**src/hw/rtl/vec3n_pkg.sv**
```systemverilog
// vec3n_pkg: shared types and constants for the vector3 normalize block.
// Holds the controller state encoding and the command/status structs.
// Depends on nothing; every other file in hw/rtl uses it.
package vec3n_pkg;

  localparam int unsigned CompW    = 16;  // input component width
  localparam int unsigned MagW     = 17;  // magnitude of a component, up to 32768
  localparam int unsigned SumW     = 32;  // sum of squares
  localparam int unsigned LenW     = 16;  // floored length
  localparam int unsigned QuotW    = 15;  // unit magnitude, up to 16384
  localparam int unsigned NumComp  = 3;
  localparam int unsigned CntW     = 4;
  localparam int unsigned SelW     = 2;

  localparam logic [CntW-1:0] MulLast  = CntW'(NumComp - 1);
  localparam logic [CntW-1:0] SqrtLast = CntW'(LenW - 1);
  localparam logic [CntW-1:0] DivLast  = CntW'(QuotW - 1);
  localparam logic [SelW-1:0] CompLast = SelW'(NumComp - 1);

  localparam logic [SumW-1:0] SqrtBitInit = SumW'(1) << (SumW - 2);

  typedef enum logic [5:0] {
    S_IDLE = 6'b000001,
    S_MUL  = 6'b000010,
    S_SQRT = 6'b000100,
    S_DSET = 6'b001000,
    S_DIV  = 6'b010000,
    S_FIN  = 6'b100000
  } state_e;

  typedef struct packed {
    logic            load;       // capture item, clear accumulators
    logic            mul_en;     // add square of selected magnitude
    logic            sqrt_step;  // one root bit
    logic            div_init;   // start division of selected component
    logic            div_step;   // one quotient bit
    logic            div_last;   // final quotient bit, store result
    logic            out_load;   // move results into output registers
    logic [SelW-1:0] sel;        // component index
  } cmd_t;

  typedef struct packed {
    logic len_zero;
  } sts_t;

endpackage

```
**src/hw/rtl/vec3n_ctrl.sv**
```systemverilog
// vec3n_ctrl: sequencer for the vector3 normalize block.
// Steps squaring, square root and the three divisions; owns both handshakes.
// Depends on vec3n_pkg.
module vec3n_ctrl (
  input  logic              clk_i,
  input  logic              rst_ni,
  input  logic              in_valid_i,
  output logic              in_stall_o,
  output logic              out_valid_o,
  input  logic              out_stall_i,
  output vec3n_pkg::cmd_t   cmd_o,
  input  vec3n_pkg::sts_t   sts_i
);

  vec3n_pkg::state_e                state_q, state_d;
  logic [vec3n_pkg::CntW-1:0]       cnt_q, cnt_d;
  logic [vec3n_pkg::SelW-1:0]       comp_q, comp_d;
  logic                             out_valid_q, out_valid_d;

  always_comb begin
    state_d = state_q;
    cnt_d   = cnt_q;
    comp_d  = comp_q;
    cmd_o   = '0;
    in_stall_o = 1'b1;
    case (state_q)
      vec3n_pkg::S_IDLE: begin
        in_stall_o = 1'b0;
        if (in_valid_i) begin
          cmd_o.load = 1'b1;
          cnt_d      = '0;
          state_d    = vec3n_pkg::S_MUL;
        end
      end
      vec3n_pkg::S_MUL: begin
        cmd_o.mul_en = 1'b1;
        cmd_o.sel    = cnt_q[vec3n_pkg::SelW-1:0];
        cnt_d        = cnt_q + 1'b1;
        if (cnt_q == vec3n_pkg::MulLast) begin
          cnt_d   = '0;
          state_d = vec3n_pkg::S_SQRT;
        end
      end
      vec3n_pkg::S_SQRT: begin
        cmd_o.sqrt_step = 1'b1;
        cnt_d           = cnt_q + 1'b1;
        if (cnt_q == vec3n_pkg::SqrtLast) begin
          comp_d  = '0;
          state_d = vec3n_pkg::S_DSET;
        end
      end
      vec3n_pkg::S_DSET: begin
        if (sts_i.len_zero) begin
          state_d = vec3n_pkg::S_FIN;
        end else begin
          cmd_o.div_init = 1'b1;
          cmd_o.sel      = comp_q;
          cnt_d          = '0;
          state_d        = vec3n_pkg::S_DIV;
        end
      end
      vec3n_pkg::S_DIV: begin
        cmd_o.div_step = 1'b1;
        cmd_o.sel      = comp_q;
        cnt_d          = cnt_q + 1'b1;
        if (cnt_q == vec3n_pkg::DivLast) begin
          cmd_o.div_last = 1'b1;
          comp_d         = comp_q + 1'b1;
          state_d        = (comp_q == vec3n_pkg::CompLast) ? vec3n_pkg::S_FIN
                                                           : vec3n_pkg::S_DSET;
        end
      end
      vec3n_pkg::S_FIN: begin
        // hold until the output register is free
        if (!out_valid_q || !out_stall_i) begin
          cmd_o.out_load = 1'b1;
          state_d        = vec3n_pkg::S_IDLE;
        end
      end
      default: begin
        state_d = vec3n_pkg::S_IDLE;
      end
    endcase
  end

  always_comb begin
    if (cmd_o.out_load) begin
      out_valid_d = 1'b1;
    end else if (!out_stall_i) begin
      out_valid_d = 1'b0;
    end else begin
      out_valid_d = out_valid_q;
    end
  end

  assign out_valid_o = out_valid_q;

  always_ff @(posedge clk_i or negedge rst_ni) begin
    if (!rst_ni) begin
      state_q     <= vec3n_pkg::S_IDLE;
      cnt_q       <= '0;
      comp_q      <= '0;
      out_valid_q <= 1'b0;
    end else begin
      state_q     <= state_d;
      cnt_q       <= cnt_d;
      comp_q      <= comp_d;
      out_valid_q <= out_valid_d;
    end
  end

endmodule

```
**src/hw/rtl/vec3n_dp.sv**
```systemverilog
// vec3n_dp: datapath for the vector3 normalize block.
// Shared square accumulator, bit-serial root, one restoring divider, outputs.
// Depends on vec3n_pkg; driven by vec3n_ctrl commands.
module vec3n_dp (
  input  logic                                clk_i,
  input  vec3n_pkg::cmd_t                     cmd_i,
  output vec3n_pkg::sts_t                     sts_o,
  input  logic signed [vec3n_pkg::CompW-1:0]  vec_x_i,
  input  logic signed [vec3n_pkg::CompW-1:0]  vec_y_i,
  input  logic signed [vec3n_pkg::CompW-1:0]  vec_z_i,
  output logic signed [vec3n_pkg::CompW-1:0]  unit_x_o,
  output logic signed [vec3n_pkg::CompW-1:0]  unit_y_o,
  output logic signed [vec3n_pkg::CompW-1:0]  unit_z_o,
  output logic        [vec3n_pkg::LenW-1:0]   length_o,
  output logic                                zero_vector_o
);

  localparam int unsigned MagW  = vec3n_pkg::MagW;
  localparam int unsigned SumW  = vec3n_pkg::SumW;
  localparam int unsigned LenW  = vec3n_pkg::LenW;
  localparam int unsigned QuotW = vec3n_pkg::QuotW;
  localparam int unsigned CompW = vec3n_pkg::CompW;

  logic [MagW-1:0]   mag_q  [vec3n_pkg::NumComp];
  logic              neg_q  [vec3n_pkg::NumComp];
  logic [QuotW-1:0]  quo_q  [vec3n_pkg::NumComp];

  logic [SumW-1:0]   rem_q, root_q, bit_q;
  logic [LenW:0]     drem_q;
  logic [QuotW-1:0]  dvd_q, quot_q;

  logic [MagW-1:0]   mag_sel;
  logic [2*MagW-1:0] prod;
  logic [SumW:0]     trial;
  logic              root_ge;
  logic [LenW:0]     dtrial;
  logic              div_ge;
  logic [LenW-1:0]   len;

  function automatic logic [MagW-1:0] abs_mag(input logic signed [CompW-1:0] v);
    logic [MagW-1:0] ext;
    ext = MagW'(unsigned'(v));
    if (v[CompW-1]) begin
      ext = {1'b0, ~v} + 1'b1;
    end
    return ext;
  endfunction

  function automatic logic [CompW-1:0] apply_sign(input logic [QuotW-1:0] q,
                                                  input logic neg);
    logic [CompW-1:0] v;
    v = CompW'(q);
    return neg ? (~v + 1'b1) : v;
  endfunction

  assign len            = root_q[LenW-1:0];
  assign sts_o.len_zero = (len == '0);
  assign mag_sel        = mag_q[cmd_i.sel];
  assign prod           = mag_sel * mag_sel;
  assign trial          = {1'b0, root_q} + {1'b0, bit_q};
  assign root_ge        = {1'b0, rem_q} >= trial;
  assign dtrial         = {drem_q[LenW-1:0], dvd_q[QuotW-1]};
  assign div_ge         = dtrial >= {1'b0, len};

  always_ff @(posedge clk_i) begin
    if (cmd_i.load) begin
      mag_q[0] <= abs_mag(vec_x_i);
      mag_q[1] <= abs_mag(vec_y_i);
      mag_q[2] <= abs_mag(vec_z_i);
      neg_q[0] <= vec_x_i[CompW-1];
      neg_q[1] <= vec_y_i[CompW-1];
      neg_q[2] <= vec_z_i[CompW-1];
      rem_q    <= '0;
      root_q   <= '0;
      bit_q    <= vec3n_pkg::SqrtBitInit;
    end
    if (cmd_i.mul_en) begin
      rem_q <= rem_q + prod[SumW-1:0];
    end
    if (cmd_i.sqrt_step) begin
      if (root_ge) begin
        rem_q  <= rem_q - trial[SumW-1:0];
        root_q <= (root_q >> 1) + bit_q;
      end else begin
        root_q <= root_q >> 1;
      end
      bit_q <= bit_q >> 2;
    end
    if (cmd_i.div_init) begin
      // magnitude never exceeds the length, so half of it fits below the divisor
      drem_q <= {1'b0, mag_sel[MagW-1:1]};
      dvd_q  <= {mag_sel[0], (QuotW-1)'(0)};
      quot_q <= '0;
    end
    if (cmd_i.div_step) begin
      drem_q <= div_ge ? (dtrial - {1'b0, len}) : dtrial;
      dvd_q  <= dvd_q << 1;
      quot_q <= {quot_q[QuotW-2:0], div_ge};
      if (cmd_i.div_last) begin
        quo_q[cmd_i.sel] <= {quot_q[QuotW-2:0], div_ge};
      end
    end
    if (cmd_i.out_load) begin
      length_o      <= len;
      zero_vector_o <= sts_o.len_zero;
      if (sts_o.len_zero) begin
        unit_x_o <= '0;
        unit_y_o <= '0;
        unit_z_o <= '0;
      end else begin
        unit_x_o <= signed'(apply_sign(quo_q[0], neg_q[0]));
        unit_y_o <= signed'(apply_sign(quo_q[1], neg_q[1]));
        unit_z_o <= signed'(apply_sign(quo_q[2], neg_q[2]));
      end
    end
  end

endmodule

```
**src/hw/rtl/vector3_normalize_top.sv**
```systemverilog
// vector3_normalize_top: normalizes a signed 3-D vector to Q1.14 and reports its length.
// Instantiates vec3n_ctrl (sequencer) and vec3n_dp (datapath).
// Depends on vec3n_pkg.
//
//   channel  direction  handshake               payload
//   -------  ---------  ----------------------  -----------------------------------------
//   in       in         in_valid_i / in_stall_o  vec_x_i, vec_y_i, vec_z_i (s16)
//   out      out        out_valid_o / out_stall_i unit_x_o/y/z (s16 Q1.14), length_o (u16),
//                                                 zero_vector_o
//
// Sequence from accept to result: accept, squaring on the shared squarer, the root bit by bit,
// then per component on the one restoring divider a setup step and the quotient bits, and a move into
// the output register; a zero vector skips the divider. One item at a time.
// Reset clears the sequencer and the output valid; the datapath holds no control state.
// A stalled result sits in the output register while the next item is taken and worked;
// only the final transfer waits for the register.
module vector3_normalize_top (
  input  logic                                clk_i,
  input  logic                                rst_ni,
  input  logic                                in_valid_i,
  output logic                                in_stall_o,
  input  logic signed [vec3n_pkg::CompW-1:0]  vec_x_i,
  input  logic signed [vec3n_pkg::CompW-1:0]  vec_y_i,
  input  logic signed [vec3n_pkg::CompW-1:0]  vec_z_i,
  output logic                                out_valid_o,
  input  logic                                out_stall_i,
  output logic signed [vec3n_pkg::CompW-1:0]  unit_x_o,
  output logic signed [vec3n_pkg::CompW-1:0]  unit_y_o,
  output logic signed [vec3n_pkg::CompW-1:0]  unit_z_o,
  output logic        [vec3n_pkg::LenW-1:0]   length_o,
  output logic                                zero_vector_o
);

  // commands down to the datapath, status back up
  vec3n_pkg::cmd_t cmd;
  vec3n_pkg::sts_t sts;

  vec3n_ctrl u_ctrl (
    .clk_i       (clk_i),
    .rst_ni      (rst_ni),
    .in_valid_i  (in_valid_i),
    .in_stall_o  (in_stall_o),
    .out_valid_o (out_valid_o),
    .out_stall_i (out_stall_i),
    .cmd_o       (cmd),
    .sts_i       (sts)
  );

  // squarer, root and divider share registers; results land in output registers
  vec3n_dp u_dp (
    .clk_i         (clk_i),
    .cmd_i         (cmd),
    .sts_o         (sts),
    .vec_x_i       (vec_x_i),
    .vec_y_i       (vec_y_i),
    .vec_z_i       (vec_z_i),
    .unit_x_o      (unit_x_o),
    .unit_y_o      (unit_y_o),
    .unit_z_o      (unit_z_o),
    .length_o      (length_o),
    .zero_vector_o (zero_vector_o)
  );

endmodule

```
**config.mk**
```make
export PLATFORM = sky130hd
export DESIGN_NAME = vector3_normalize_top
export DESIGN_NICKNAME = d
export VERILOG_FILES = /design/src/hw/rtl/vec3n_pkg.sv /design/src/hw/rtl/vec3n_ctrl.sv /design/src/hw/rtl/vec3n_dp.sv /design/src/hw/rtl/vector3_normalize_top.sv
export SDC_FILE = /design/constraint.sdc
export NUM_CORES = 1
export LEC_CHECK = 0
export ABC_AREA = 1
export ABC_CLOCK_PERIOD_IN_PS = 15000
export BUFFER_PORTS_ARGS = -buffer_cell sky130_fd_sc_hd__buf_2
export CELL_PAD_IN_SITES_DETAIL_PLACEMENT = 1
export CELL_PAD_IN_SITES_GLOBAL_PLACEMENT = 2
export CORE_MARGIN = 1
export CORE_UTILIZATION = 41
export CTS_BUF_LIST = sky130_fd_sc_hd__clkbuf_16
export CTS_CLUSTER_SIZE = 28
export DETAILED_ROUTE_END_ITERATION = 6
export PLACE_DENSITY = 0.85
export SLEW_MARGIN = 20
export SYNTH_ARGS = -nofsm -noshare
export SYNTH_HDL_FRONTEND = slang
export SYNTH_HIERARCHICAL = 1
export SYNTH_SLANG_ARGS = --single-unit
```
**constraint.sdc**
```tcl
create_clock -name clk_i -period 15 [get_ports clk_i]
set_input_delay 0.75 -clock clk_i [delete_from_list [all_inputs] [get_ports clk_i]]
set_output_delay 0.75 -clock clk_i [all_outputs]
set_load 0.02 [all_outputs]
```
==> out/qor.yml <==
grt_pass1_wl_mm: 141
fin_setup_tns_ns: 0
worst-setup-path-type: "flop to flop"
syn_area_per_cell_um2: 7.76
start_kind: "flop"
diodes: 0
dieHeight_um: 265
r2r_setup_slack_ns: 4.54
hold_viol: 0
critPathArrivalTime_ns: 10.90
final_cell_mix: "nand2_1 (932), inv_1 (816), nor2_1 (260), edfxtp_1 (242), fa_1 (226)"
gp_congestion: 0.881
cp.required_ns: 15.45
grt_overflow: 0
worstSetupPathDepth: 38
cts-buffers-inserted: 35
syn-cell-area_um2: 28400
synth_area_leaders: "edfxtp_1 (26%), fa_1 (16%), nand2_1 (12%), inv_1 (11%), ha_1 (8.3%)"
synthCells: 3664
htree_levels: 2
endpoint: "u_dp/rem_q[26]$_DFF_P_"
clk_path_buf_depth: 3
cts_resized: 0
synth_cell_types: 60
rows: 96
status: "finished, final reports clean"
route.detailed.drc: 0
ant_nets: 0
totalWireLength_mm: 88.2
die-area_um2: 70400
rsz0062_at_grt: "no"
setup_viol: 0
avgViaCountPerCell: 5.02
die_x_um: 265
first_global_vias: 25000
drt_first_iter_violations: 1376
synthToLayoutAreaGrowth_pct: 9.43
tightest_slew_ns: 1.02
skew_ns: 0.0288
layout-drive-gt1-share_pct: 6.30
insertion_delay_ns: 0.56
initial_core_util_pct: 41.4
synthArstFlopShare_pct: 4.51
path_common_cell: "inv_1"
core-area_um2: 68600
relSlewSlack_pct: 31.9
cp_top_family: "adder cells"
postCtsSetupBuffers: 0
worstSetupEndpointType: "flop"
portBuffers: 118
ys_seq_elements: 288
fill_cells: 8471
drt_pass1_iterations: 5
ff2ff_path_depth: 38
synthFlopType: "edfxtp_1"
maxSlewViolCount: 0
crit_start: "u_dp/root_q[6]$_SDFFCE_PN0P_"
routed-via-count: 23700
hp-class: "input pin to async pin"
cts-hold-fix-buffers: 0
grt_usage_pct: 25.6
final_common_cell: "nand2_1"
crit_path_max_fanout: 28
r2r-end: "u_dp/rem_q[26]$_DFF_P_"
rr_startpoint: "u_dp/root_q[6]$_SDFFCE_PN0P_"
cp_slowest_cell: "nor2_2"
hpwl_mm: 71.9
routedWlPerCell_um: 18.7
grt_max_degree: 66
synth.top_cell.area_share_pct: 25.6
clk_pin_slew_ns: 0.06
grt_antenna_before_repair: 0
ys.warnings.count: 6
layoutNonFillerInstCount: 4723
period_needed_ns: 10.46
finalNetCount: 4231
crit_buf_inv: 12
maxCapViolations: 0
fmax_ghz: 0.0956
final_area_um2: 31100
cts_tree: "yes"
clockRootBuffer: "clkbuf_16"
synth_top_area_cell: "edfxtp_1"
critical_path.max_stage_delay_ns: 0.76
setup_ws_ns: 4.54
cts.sinks: 288
fin_crit_sh_pct: 69.7
synth-edff-count: 242
dpl_cell_area_um2: 30000
place_ws_ns: 4.51
dp.cells: 4659
ioPinCount: 119
seq_area_frac_synth_pct: 29.0
## worst reg2reg max path: cells and delay by family, from the launching register on
kind	cells	cell delay (ns)
fa+ha+maj	7	3.71
compound gates	2	0.51
flops	1	0.51
buf+inv	12	2.17
simple gates	17	3.46
## synth_stat cells, types with 8 or more instances
library cell  count
inv_2            12
clkbuf_1         37
o21bai_1         21
or2_2             8
dfxtp_1          33
xnor2_1          48
nor4_1            8
xor2_1           90
buf_2            22
dfrtp_1          12
a21oi_1         158
o21a_1            8
nor3_1           61
edfxtp_1        242
nor2_1          263
inv_1           804
a21o_1           10
nand3_1         164
ha_1            188
o21ai_1          35
fa_1            226
nand2_1         932
o21ai_0         114
a221oi_1          9
nand3b_1         13
nor2_2            8
nand4_1          46
## registers in the layout, summed over array words and instances (netlist names)
signal	cells
u_dp/drem_q	16
u_dp/dvd_q	1
u_ctrl/state_q	6
u_dp/unit_z_o	16
u_dp/zero_vector_o	1
u_dp/length_o	16
u_dp/neg_q	3
u_dp/rem_q	32
u_dp/quo_q	45
u_ctrl/out_valid_o	1
u_dp/root_q	32
u_dp/bit_q	16
u_dp/mag_q	51
u_ctrl/cnt_q	4
u_dp/unit_x_o	16
u_dp/unit_y_o	16
u_ctrl/comp_q	2
u_dp/quot_q	14
## stage by stage
stage / hold slack (ns) / utilization, %
after floorplan: 0.440 / -
after global placement: 0.474 / 43.7
after detailed placement: 0.502 / 43.7
after CTS: 0.0604 / 45.3
after global routing: 0.0909 / 45.3
final: 0.0808 / 45.3
## worst min path at each step
stage / startpoint / depth (start not counted) / end / slack (ns)
floorplan: u_dp/quot_q[13]$_SDFFCE_PN0P_ / 0 / u_dp/quo_q[0][14]$_DFFE_PP_ / 0.44
global placement: u_ctrl/out_valid_o$_DFFE_PN0P_ / 2 / u_ctrl/out_valid_o$_DFFE_PN0P_ / 0.47
detailed placement: u_dp/quot_q[2]$_SDFFCE_PN0P_ / 0 / u_dp/quo_q[1][3]$_DFFE_PP_ / 0.50
CTS: rst_ni / 1 / u_ctrl/out_valid_o$_DFFE_PN0P_ / 0.06
global route: rst_ni / 1 / u_ctrl/state_q[3]$_DFFE_PN0P_ / 0.09
finish: rst_ni / 1 / u_ctrl/state_q[3]$_DFFE_PN0P_ / 0.08
## logic make-up after synthesis
family / count (synthesis) / synth area share, %
and+or+nand+nor: 1533 / 22.6
DFF: 288 / 29.0
AOI/OAI and AO/OA: 398 / 7.91
other: 1 / 0.0132
buffers and inverters: 892 / 12.0
adders and majority gates: 414 / 24.2
xor gates and xnor gates: 138 / 4.25
## area by class of cell
cell class	count	area [µm²]	area share, %
tap	931	1160	3.75
timing repair buffer	131	688	2.21
clock inverter	29	241	0.776
inverter	823	3090	9.93
sequential	288	8250	26.5
clock buffer	35	876	2.82
multi-input combinational	2486	16800	54.0
## metal layers
layer  vias to the layer above  GRT usage, %  share of wire [%]
met3                        92          2.90                3.6
met4                         0          5.17                1.8
met5                         -             0                  0
met1                     11600          35.7                 48
li1                      11700             -                  -
met2                       363          42.9                 47
Power is not shown: default switching activity piles up to over one toggle a cycle in this logic, so the estimate is an artifact.
